## src/sv/assert_macros.svh

```systemverilog
// Assertion macros used by the sector run allocator top level.
`ifndef ASSERT_MACROS_SVH
`define ASSERT_MACROS_SVH
`ifndef NO_ASSERTIONS
`define SBRA_ASSERT_IMP(label, clk, rst_n, ante, cons) \
    label: assert property (@(posedge clk) disable iff (!rst_n) (ante) |-> (cons)) \
        else $error("implication check failed");
`define SBRA_ASSERT_NXT(label, clk, rst_n, ante, cons) \
    label: assert property (@(posedge clk) disable iff (!rst_n) (ante) |=> (cons)) \
        else $error("next-cycle check failed");
`else
`define SBRA_ASSERT_IMP(label, clk, rst_n, ante, cons)
`define SBRA_ASSERT_NXT(label, clk, rst_n, ante, cons)
`endif
`endif

```

## src/sv/sbra_pkg.sv

```systemverilog
// Types, constants and helpers of the sector run allocator.
package sbra_pkg;

    localparam int MAX_SECTORS  = 1024;
    localparam int ROWS         = MAX_SECTORS / 8;
    localparam int ROW_W        = $clog2(ROWS);
    localparam int SEC_W        = 10;
    localparam int CNT_W        = $clog2(MAX_SECTORS) + 1;
    localparam int LEN_W        = 16;
    localparam int NEED_W       = 5;
    localparam int SECTOR_BYTES = 4096;
    localparam int SECT_SH      = $clog2(SECTOR_BYTES);
    localparam int SPAN_W       = CNT_W;
    localparam int URW          = SPAN_W - 3;

    typedef enum logic [1:0] {
        REQ_FORMAT  = 2'd0,
        REQ_ALLOC   = 2'd1,
        REQ_MARK    = 2'd2,
        REQ_RELEASE = 2'd3
    } t_req_type;

    typedef struct packed {
        t_req_type          req_type;
        logic [SEC_W-1:0]   start_sector;
        logic [LEN_W-1:0]   byte_length;
    } t_req;

    typedef struct packed {
        logic               ok;
        logic [SEC_W-1:0]   run_start;
        logic [CNT_W-1:0]   free_sectors;
    } t_result;

    typedef enum logic [2:0] {
        S_IDLE,
        S_FMT,
        S_SCAN,
        S_UPD_RD,
        S_UPD_WR,
        S_DONE
    } t_state;

    typedef struct packed {
        logic load;
        logic fmt;
        logic scan;
        logic upd_rd;
        logic upd_wr;
    } t_cmd;

    typedef struct packed {
        logic fmt_last;
        logic found;
        logic exhausted;
        logic need_zero;
        logic skip;
    } t_sts;

    function automatic logic [3:0] popcount8(input logic [7:0] v);
        logic [3:0] c;
        c = '0;
        for (int i = 0; i < 8; i++) begin
            c = c + 4'(v[i]);
        end
        return c;
    endfunction

endpackage

```

## src/sv/sbra_ram.sv

```systemverilog
// Generic single-write, single-read RAM with registered read data.
module sbra_ram #(
    parameter int WIDTH = 8,
    parameter int DEPTH = 128
) (
    input  logic                     i_clk,
    input  logic                     i_we,
    input  logic [$clog2(DEPTH)-1:0] i_waddr,
    input  logic [WIDTH-1:0]         i_wdata,
    input  logic                     i_re,
    input  logic [$clog2(DEPTH)-1:0] i_raddr,
    output logic [WIDTH-1:0]         o_rdata
);

    logic [WIDTH-1:0] r_mem [DEPTH];
    logic [WIDTH-1:0] r_rdata;

    always_ff @(posedge i_clk) begin
        if (i_we) begin
            r_mem[i_waddr] <= i_wdata;
        end
        if (i_re) begin
            r_rdata <= r_mem[i_raddr];
        end
    end

    assign o_rdata = r_rdata;

endmodule

```

## src/sv/sbra_ctrl.sv

```systemverilog
// Request sequencer of the sector run allocator.
module sbra_ctrl (
    input  logic                i_clk,
    input  logic                i_rst_n,
    input  logic                i_start,
    input  sbra_pkg::t_req_type i_req_type,
    input  sbra_pkg::t_sts      i_sts,
    output sbra_pkg::t_cmd      o_cmd,
    output logic                o_busy,
    output logic                o_done
);
    import sbra_pkg::*;

    t_state r_state;
    t_state n_state;

    always_ff @(posedge i_clk) begin
        if (!i_rst_n) begin
            r_state <= S_IDLE;
        end else begin
            r_state <= n_state;
        end
    end

    always_comb begin
        n_state = r_state;
        unique case (r_state)
            S_IDLE: begin
                if (i_start) begin
                    unique case (i_req_type)
                        REQ_FORMAT: n_state = S_FMT;
                        REQ_ALLOC:  n_state = S_SCAN;
                        default:    n_state = S_UPD_RD;
                    endcase
                end
            end
            S_FMT: begin
                if (i_sts.fmt_last) begin
                    n_state = S_DONE;
                end
            end
            S_SCAN: begin
                if (i_sts.found) begin
                    n_state = i_sts.need_zero ? S_DONE : S_UPD_RD;
                end else if (i_sts.exhausted) begin
                    n_state = S_DONE;
                end
            end
            S_UPD_RD: begin
                n_state = i_sts.skip ? S_DONE : S_UPD_WR;
            end
            S_UPD_WR: begin
                n_state = S_UPD_RD;
            end
            S_DONE: begin
                n_state = S_IDLE;
            end
            default: begin
                n_state = S_IDLE;
            end
        endcase
    end

    always_comb begin
        o_cmd        = '0;
        o_cmd.load   = (r_state == S_IDLE) && i_start;
        o_cmd.fmt    = (r_state == S_FMT);
        o_cmd.scan   = (r_state == S_SCAN);
        o_cmd.upd_rd = (r_state == S_UPD_RD) && !i_sts.skip;
        o_cmd.upd_wr = (r_state == S_UPD_WR);
        o_busy       = (r_state != S_IDLE);
        o_done       = (r_state == S_DONE);
    end

endmodule

```

## src/sv/sbra_dp.sv

```systemverilog
// Free map storage, run search and run update datapath of the allocator.
module sbra_dp (
    input  logic                      i_clk,
    input  logic                      i_rst_n,
    input  logic                      i_cfg_we,
    input  logic [sbra_pkg::CNT_W-1:0] i_cfg_data,
    input  sbra_pkg::t_req            i_req,
    input  sbra_pkg::t_cmd            i_cmd,
    output sbra_pkg::t_sts            o_sts,
    output sbra_pkg::t_result         o_result
);
    import sbra_pkg::*;

    logic [CNT_W-1:0]  r_count;
    logic [ROW_W:0]    r_rows;
    t_req_type         r_req_type;
    logic [NEED_W-1:0] r_need;
    logic [ROW_W:0]    r_addr;
    logic              r_pv;
    logic [ROW_W-1:0]  r_prow;
    logic [NEED_W-1:0] r_run;
    logic [SEC_W-1:0]  r_begin;
    logic [SPAN_W-1:0] r_ubeg;
    logic [SPAN_W-1:0] r_uend;
    logic [URW-1:0]    r_urow;
    logic [CNT_W-1:0]  r_total;
    logic              r_ok;
    logic [SEC_W-1:0]  r_run_start;
    logic [ROWS-1:0]   r_valid;
    logic              r_rv;

    logic [CNT_W-4:0]  raw_rows;
    logic [ROW_W:0]    act_rows;
    logic [LEN_W:0]    len_sum;
    logic [NEED_W-1:0] need_in;
    logic [NEED_W-1:0] want;
    logic [7:0]        rd_byte;
    logic [NEED_W-1:0] run_o;
    logic [SEC_W-1:0]  beg_o;
    logic              hit;
    logic              addr_in;
    logic [SPAN_W-1:0] base;
    logic [7:0]        mask;
    logic              uval;
    logic [7:0]        new_byte;
    logic [3:0]        flips;

    logic              ram_we;
    logic [ROW_W-1:0]  ram_waddr;
    logic [7:0]        ram_wdata;
    logic              ram_re;
    logic [ROW_W-1:0]  ram_raddr;
    logic [7:0]        ram_rdata;

    sbra_ram #(
        .WIDTH(8),
        .DEPTH(ROWS)
    ) u_map (
        .i_clk  (i_clk),
        .i_we   (ram_we),
        .i_waddr(ram_waddr),
        .i_wdata(ram_wdata),
        .i_re   (ram_re),
        .i_raddr(ram_raddr),
        .o_rdata(ram_rdata)
    );

    assign raw_rows = r_count[CNT_W-1:3];
    assign act_rows = (raw_rows > (CNT_W-3)'(ROWS)) ? (ROW_W+1)'(ROWS)
                                                    : (ROW_W+1)'(raw_rows);
    assign len_sum  = {1'b0, i_req.byte_length} + (LEN_W+1)'(SECTOR_BYTES - 1);
    assign need_in  = NEED_W'(len_sum >> SECT_SH);
    assign want     = (r_need == '0) ? NEED_W'(1) : r_need;
    assign rd_byte  = r_rv ? ram_rdata : 8'h00;
    assign addr_in  = (r_addr < r_rows);

    always_comb begin
        logic [NEED_W-1:0] run;
        logic [SEC_W-1:0]  beg;
        logic              f;
        run = r_run;
        beg = r_begin;
        f   = 1'b0;
        for (int i = 0; i < 8; i++) begin
            if (!f) begin
                if (rd_byte[i]) begin
                    if (run == '0) begin
                        beg = {r_prow, 3'(i)};
                    end
                    run = run + NEED_W'(1);
                    if (run >= want) begin
                        f = 1'b1;
                    end
                end else begin
                    run = '0;
                end
            end
        end
        run_o = run;
        beg_o = beg;
        hit   = f;
    end

    assign base = {r_urow, 3'b000};
    assign uval = (r_req_type == REQ_RELEASE);

    always_comb begin
        logic [SPAN_W-1:0] pos;
        for (int i = 0; i < 8; i++) begin
            pos     = base + SPAN_W'(i);
            mask[i] = (pos >= r_ubeg) && (pos < r_uend);
        end
        new_byte = uval ? (rd_byte | mask) : (rd_byte & ~mask);
        flips    = popcount8(mask & (uval ? ~rd_byte : rd_byte));
    end

    always_comb begin
        o_sts           = '0;
        o_sts.fmt_last  = (r_addr[ROW_W-1:0] == ROW_W'(ROWS - 1));
        o_sts.found     = i_cmd.scan && r_pv && hit;
        o_sts.exhausted = i_cmd.scan && !r_pv && !addr_in;
        o_sts.need_zero = (r_need == '0);
        o_sts.skip      = (base >= r_uend) || ({1'b0, r_urow} >= (URW+1)'(r_rows));
    end

    assign ram_re    = (i_cmd.scan && addr_in) || i_cmd.upd_rd;
    assign ram_raddr = i_cmd.upd_rd ? r_urow[ROW_W-1:0] : r_addr[ROW_W-1:0];
    assign ram_we    = i_cmd.fmt || i_cmd.upd_wr;
    assign ram_waddr = i_cmd.fmt ? r_addr[ROW_W-1:0] : r_urow[ROW_W-1:0];
    assign ram_wdata = i_cmd.fmt ? (({1'b0, r_addr[ROW_W-1:0]} < r_rows) ? 8'hff : 8'h00)
                                 : new_byte;

    always_ff @(posedge i_clk) begin
        if (!i_rst_n) begin
            r_count <= '0;
            r_total <= '0;
            r_valid <= '0;
            r_pv    <= 1'b0;
        end else begin
            if (i_cfg_we) begin
                r_count <= i_cfg_data;
            end
            if (ram_we) begin
                r_valid[ram_waddr] <= 1'b1;
            end
            if (i_cmd.fmt && o_sts.fmt_last) begin
                r_total <= CNT_W'({r_rows, 3'b000});
            end else if (i_cmd.upd_wr) begin
                r_total <= uval ? (r_total + CNT_W'(flips)) : (r_total - CNT_W'(flips));
            end
            if (i_cmd.load) begin
                r_pv <= 1'b0;
            end else if (i_cmd.scan) begin
                r_pv <= addr_in && !o_sts.found;
            end
        end
    end

    always_ff @(posedge i_clk) begin
        if (ram_re) begin
            r_rv <= r_valid[ram_raddr];
        end
        if (i_cmd.load) begin
            r_rows      <= act_rows;
            r_req_type  <= i_req.req_type;
            r_need      <= need_in;
            r_addr      <= '0;
            r_run       <= '0;
            r_begin     <= '0;
            r_ok        <= 1'b1;
            r_run_start <= '0;
            r_ubeg      <= SPAN_W'(i_req.start_sector);
            r_uend      <= SPAN_W'(i_req.start_sector) + SPAN_W'(need_in);
            r_urow      <= URW'(i_req.start_sector >> 3);
        end else begin
            if (i_cmd.fmt) begin
                r_addr <= r_addr + (ROW_W+1)'(1);
            end
            if (i_cmd.scan) begin
                if (addr_in) begin
                    r_addr <= r_addr + (ROW_W+1)'(1);
                end
                r_prow <= r_addr[ROW_W-1:0];
                if (r_pv) begin
                    r_run   <= run_o;
                    r_begin <= beg_o;
                end
                if (o_sts.found) begin
                    r_run_start <= beg_o;
                    r_ubeg      <= SPAN_W'(beg_o);
                    r_uend      <= SPAN_W'(beg_o) + SPAN_W'(r_need);
                    r_urow      <= URW'(beg_o >> 3);
                end
                if (o_sts.exhausted) begin
                    r_ok <= 1'b0;
                end
            end
            if (i_cmd.upd_wr) begin
                r_urow <= r_urow + URW'(1);
            end
        end
    end

    assign o_result.ok           = r_ok;
    assign o_result.run_start    = r_run_start;
    assign o_result.free_sectors = r_total;

endmodule

```

## src/sv/sector_bitmap_run_allocator.sv

```systemverilog
// Top level of the sector run allocator: sequencer, datapath and checks.
// Usage: a request word (format, alloc, mark_used or release) is taken on i_req
// at a clock edge where start is high and busy is low. The block then stays
// busy and finally shows one result word on o_result, marked by o_done, which
// is high for exactly one cycle; the receiver cannot stall it.
// The sector count register is written over the i_cfg_valid / o_cfg_ready
// channel, which is ready whenever the block is not busy.
// Work per request, bounded by the one read port of the byte-wide
// free map memory (one byte of eight sectors per cycle):
//   format: writes all 128 free map rows.
//   alloc: searches the active rows, then reads and writes back each
//   map byte that the run touches (at most three).
//   mark_used and release: read and write back each touched byte.
// One request is worked on at a time. Reset marks every sector used, clears
// the free total and the sector count, and returns to idle.
`include "assert_macros.svh"
module sector_bitmap_run_allocator (
    input  logic                       i_clk,
    input  logic                       i_rst_n,
    input  logic                       start,
    output logic                       busy,
    input  sbra_pkg::t_req             i_req,
    output logic                       o_done,
    output sbra_pkg::t_result          o_result,
    input  logic                       i_cfg_valid,
    output logic                       o_cfg_ready,
    input  logic [sbra_pkg::CNT_W-1:0] i_cfg_data
);
    import sbra_pkg::*;

    t_cmd cmd;
    t_sts sts;
    logic cfg_we;

    assign o_cfg_ready = !busy;
    assign cfg_we      = i_cfg_valid && o_cfg_ready;

    sbra_ctrl u_ctrl (
        .i_clk     (i_clk),
        .i_rst_n   (i_rst_n),
        .i_start   (start),
        .i_req_type(i_req.req_type),
        .i_sts     (sts),
        .o_cmd     (cmd),
        .o_busy    (busy),
        .o_done    (o_done)
    );

    sbra_dp u_dp (
        .i_clk     (i_clk),
        .i_rst_n   (i_rst_n),
        .i_cfg_we  (cfg_we),
        .i_cfg_data(i_cfg_data),
        .i_req     (i_req),
        .i_cmd     (cmd),
        .o_sts     (sts),
        .o_result  (o_result)
    );

    `SBRA_ASSERT_NXT(a_accept_busy, i_clk, i_rst_n, start && !busy, busy)
    `SBRA_ASSERT_IMP(a_done_busy, i_clk, i_rst_n, o_done, busy)
    `SBRA_ASSERT_IMP(a_total_range, i_clk, i_rst_n, o_done, o_result.free_sectors <= CNT_W'(MAX_SECTORS))
    `SBRA_ASSERT_IMP(a_fail_zero, i_clk, i_rst_n, o_done && !o_result.ok, o_result.run_start == '0)

endmodule
```

## config.mk

```make
export PLATFORM = sky130hd
export DESIGN_NAME = sector_bitmap_run_allocator
export DESIGN_NICKNAME = d
export VERILOG_FILES = /design/src/sv/sbra_pkg.sv /design/src/sv/sbra_ram.sv /design/src/sv/sbra_ctrl.sv /design/src/sv/sbra_dp.sv /design/src/sv/sector_bitmap_run_allocator.sv
export VERILOG_INCLUDE_DIRS = /design/src /design/src/sv
export SDC_FILE = /design/constraint.sdc
export NUM_CORES = 2
export LEC_CHECK = 0
export BUFFER_PORTS_ARGS = -buffer_cell sky130_fd_sc_hd__buf_2
export CORE_MARGIN = 2
export CORE_UTILIZATION = 45
export DETAILED_ROUTE_END_ITERATION = 8
export PLACE_DENSITY_LB_ADDON = 0.1
export SETUP_SLACK_MARGIN = 0.5
export SLEW_MARGIN = 20
export SYNTH_ARGS = -nofsm -noshare
export SYNTH_HDL_FRONTEND = slang
export SYNTH_HIERARCHICAL = 1
export SYNTH_SLANG_ARGS = --single-unit
export TNS_END_PERCENT = 1
```

## constraint.sdc

```tcl
create_clock -name i_clk -period 12.1 [get_ports i_clk]
set_input_delay 2.42 -clock i_clk [delete_from_list [all_inputs] [get_ports i_clk]]
set_output_delay 2.42 -clock i_clk [all_outputs]
set_load 0.1 [all_outputs]
```

==> implementation parameters <==
Parameter                              Value

Global route
  Wire length of the first global-routing pass ... slightly above 200000 µm
  Initial antenna violation count ... 2
  Maximum number of pins on one net before global-route repair ... 154
  Total congestion overflow after global routing ... 0
  Via count of the first global-routing pass ... 31500
  Global-route total usage across every layer ... 21.8%

Synth
  Net Count, Synth ... approximately 3700
  Synth unique cells ... 103
  Flops & latches, synth ... 1269
  Post-synthesis simple-gate area fraction ... between 8 and 9%
  Yosys Warn Count ... 6
  Synthesized instance count ... 3529
  Compound-Gate Fraction of Synth Area ... 5.26%
  Xor and xnor area share after synthesis ... 1.09%
  Adder-cell area share of the yosys netlist ... 2.85%
  Prevailing post-synth register cell ... edfxtp_1
  Yosys top cell area share ... between 50 and 60%
  Post-synthesis instance area ... 55400 µm²
  Number of enable-type register cells in the synthesized netlist ... 1083
  Share of async-settable or async-resettable flops after synthesis ... 0%
  Cell with the most instances after synthesis ... edfxtp_1
  Cell type contributing the most total cell area after synthesis ... edfxtp_1
  Syn Area/Cell ... 15.7 µm²
  Sequential cell area fraction in the yosys report ... approximately two thirds
  Commonest cells in the synthesized netlist ... edfxtp_1 (1083), mux4_2 (338), nor2_1 (272)
  Area contributors post-synth ... edfxtp_1 (59%), mux4_2 (14%), dfxtp_1 (6.7%)
  Share of cell area taken by muxes after synthesis ... between 15 and 20%
  Dominant combinational cell family by area after synthesis ... multiplexers

Die
  Boundary pin count ... 68
  Vertical die dimension ... 355 µm
  Core Footprint ... 122000 µm²
  Rows ... ~130
  Die footprint ... 126000 µm²
  Overall die width ... roughly 350 µm
  Initial standard-cell utilization of the core ... 45.4%

Final layout
  Layout cell share with drive strength beyond 1 ... 21.1%
  Count of nets after finishing ... 3786
  Final core occ ... 51.0%
  Cell Count, Final, Fillers Out ... 5353
  Count of antenna diodes in the layout ... 0
  P&R area growth vs syn ... 12.4%

Worst setup path
  Crit end category ... flop
  Peak fanout along the critical path ... 8
  Number of cell instances on the worst register-to-register path ... 53
  Worst Setup Path Type ... reg2reg
  Worst path slowest cell ... or3_4
  Critical path data required time ... 12580 ps
  Maximum cell stage delay along the critical path ... 420 ps
  Type of origin of the critical path ... flop
  Critical path data arrival time ... 11410 ps
  Crit path top cell by count ... ha_1

Run
  Number of max-capacitance violations reported ... 0

Clock tree
  Hold buffers post-CTS ... 0
  Htree depth ... 4
  Clock Latency Late Sink ... 780 ps
  Clock tree from TritonCTS ... built
  Number of CTS-inserted buffers ... 138
  Clock Sink Count ... 1269
  CTS clk-pin slew, worst paths ... 60 ps
  Worst-case clock buffer depth ... 3
  Root buffer selected by CTS ... clkbuf_16

STA
  # setup viols final ... 0
  Final worst clock skew ... 27.4 ps
  Setup ws final ... between 1000 and 1500 ps
  Slew headroom ... 21.8%
  Final Slew Violations ... 0
  Worst Hold Slack ... 489 ps
  Highest clock rate ... approximately 91 MHz
  Final hold violations ... 0
  Final critical path time including I/O delays and setup ... around 11000 ps
  Unrepaired setup endpoints after global routing ... false
  Final TNS setup ... 0 ps
  Slew @ Worst Pin ... around 1200 ps
  Final worst-path cycle share ... between 90% and 100%

Placed design
  Worst slack, placed ... 305 ps
  HPWL after detailed placement ... roughly 85000 µm
  Gpl congestion ... 0.864
  DP Cell Count ... between 5000 and 6000
  Total of buffers placed on input and output ports ... 64

Route
  Count of vias placed by the detailed router ... 31200
  Number of nets with antenna violations after routing ... 0
  Routed via count divided by cell count ... 5.82
  Violation count after the first detailed-routing iteration ... 3079
  WL final ... 137000 µm
  Residual DRC ... 0
  Wire length per cell ... approximately 26 µm
  Total iterations of the first detailed-routing run ... 5

Worst hold path
  Number of cells traversed by the worst hold path ... 2
  HP Class ... reg2reg

Power
  LEAKAGE ... 20.3 nW
  Peak VDD IR ... 0.000297 V
  Power density of the placed cells ... 261 nW/µm²

Status
  Run status ... completed
[worst max-delay path, delay by kind of cell, from the launching register on]
kind	cells	cell delay (ps)
buffers and inverters	4	540
muxes	1	340
DFF	1	400
adders and majority gates	8	2410
and+or+nand+nor	18	2930
AOI/OAI and AO/OA	17	3150
xor gates and xnor gates	5	880
[stage by stage]
stage,cell area (µm²),power [mW]
after detailed placement,57700,12.3
after global routing,62300,17.1
after global placement,57600,12.1
after CTS,62000,16.4
final,62300,16.3
after floorplan,55400,10.6
[state kept, by name, indices dropped and copies added (netlist names), 10 cells and up]
name	flops
u_dp/r_begin	10
u_dp/r_uend	11
u_dp/u_map/r_mem	1024
u_dp/r_valid	128
u_dp/r_run_start	10
u_dp/r_ubeg	10
u_dp/r_total	11
[placed cells by master, fill, tap and decap left out, types with 23 or more instances in the layout]
cell / synthesis / routed
edfxtp_1: 1083 / 1083
mux4_2: 338 / 338
nor2_1: 272 / 268
nand2_1: 262 / 262
a21oi_1: 213 / 211
dfxtp_1: 186 / 186
nor2b_1: 167 / 167
clkbuf_16: 0 / 142
ha_1: 115 / 113
inv_1: 89 / 85
buf_4: 15 / 66
buf_2: 21 / 63
nand3_1: 63 / 58
xnor2_1: 47 / 46
mux2i_1: 45 / 42
o21ai_0: 49 / 35
and3_1: 35 / 34
a211oi_1: 35 / 33
clkbuf_1: 123 / 32
mux2_2: 29 / 29
a21o_1: 28 / 28
clkinv_1: 0 / 26
clkinv_2: 0 / 23
[power breakdown]
part	switching [mW]	internal (mW)	total (mW)	leakage, nW
Clock	1.71	2.34	4.04	2.14
Sequential	0.160	6.07	6.23	11.4
Combinational	3.98	2.02	6.00	6.77
Total	5.85	10.4	16.3	20.3
[area by class of cell]
cell class	instances	area [µm²]
fillers	10100	59800
flip-flops and latches	1269	36200
multi-input cells	1983	18300
clock buffers	178	3730
well taps	1625	2030
repair buffers	136	941
clock inverters	69	636
inverters	93	369
[per-layer routing]
metal	global-route usage [%]	wire length [µm]	part of all wire, %
met5	0	0	0
met4	6.17	3280	2.4
met3	3.68	7530	5.5
met2	35.3	66100	48
met1	30.5	59700	44
[repair_timing]
item                       in CTS  in global routing
gates resized for setup         2                 28
setup endpoints to repair       5                 46
pin swaps                       0                  5
hold endpoints to repair        0                  0
buffers inserted                0                  9
[kinds of logic after synthesis]
group	Yosys count
DFF	1269
and+or+nand+nor	927
AOI/OAI and AO/OA	449
muxes	417
buffers and inverters	277
adders and majority gates	122
xor gates and xnor gates	68
[worst paths after layout]
kind | slack (ps) | from | end
max reg2reg | 1170 | u_dp/r_run[1] | u_dp/r_uend[9]
max | 1170 | u_dp/r_run[1] | u_dp/r_uend[9]
min | 490 | u_dp/r_valid[24] | u_dp/r_valid[24]
min reg2reg | 490 | u_dp/r_valid[24] | u_dp/r_valid[24]
(Power assumes the default switching activity.)
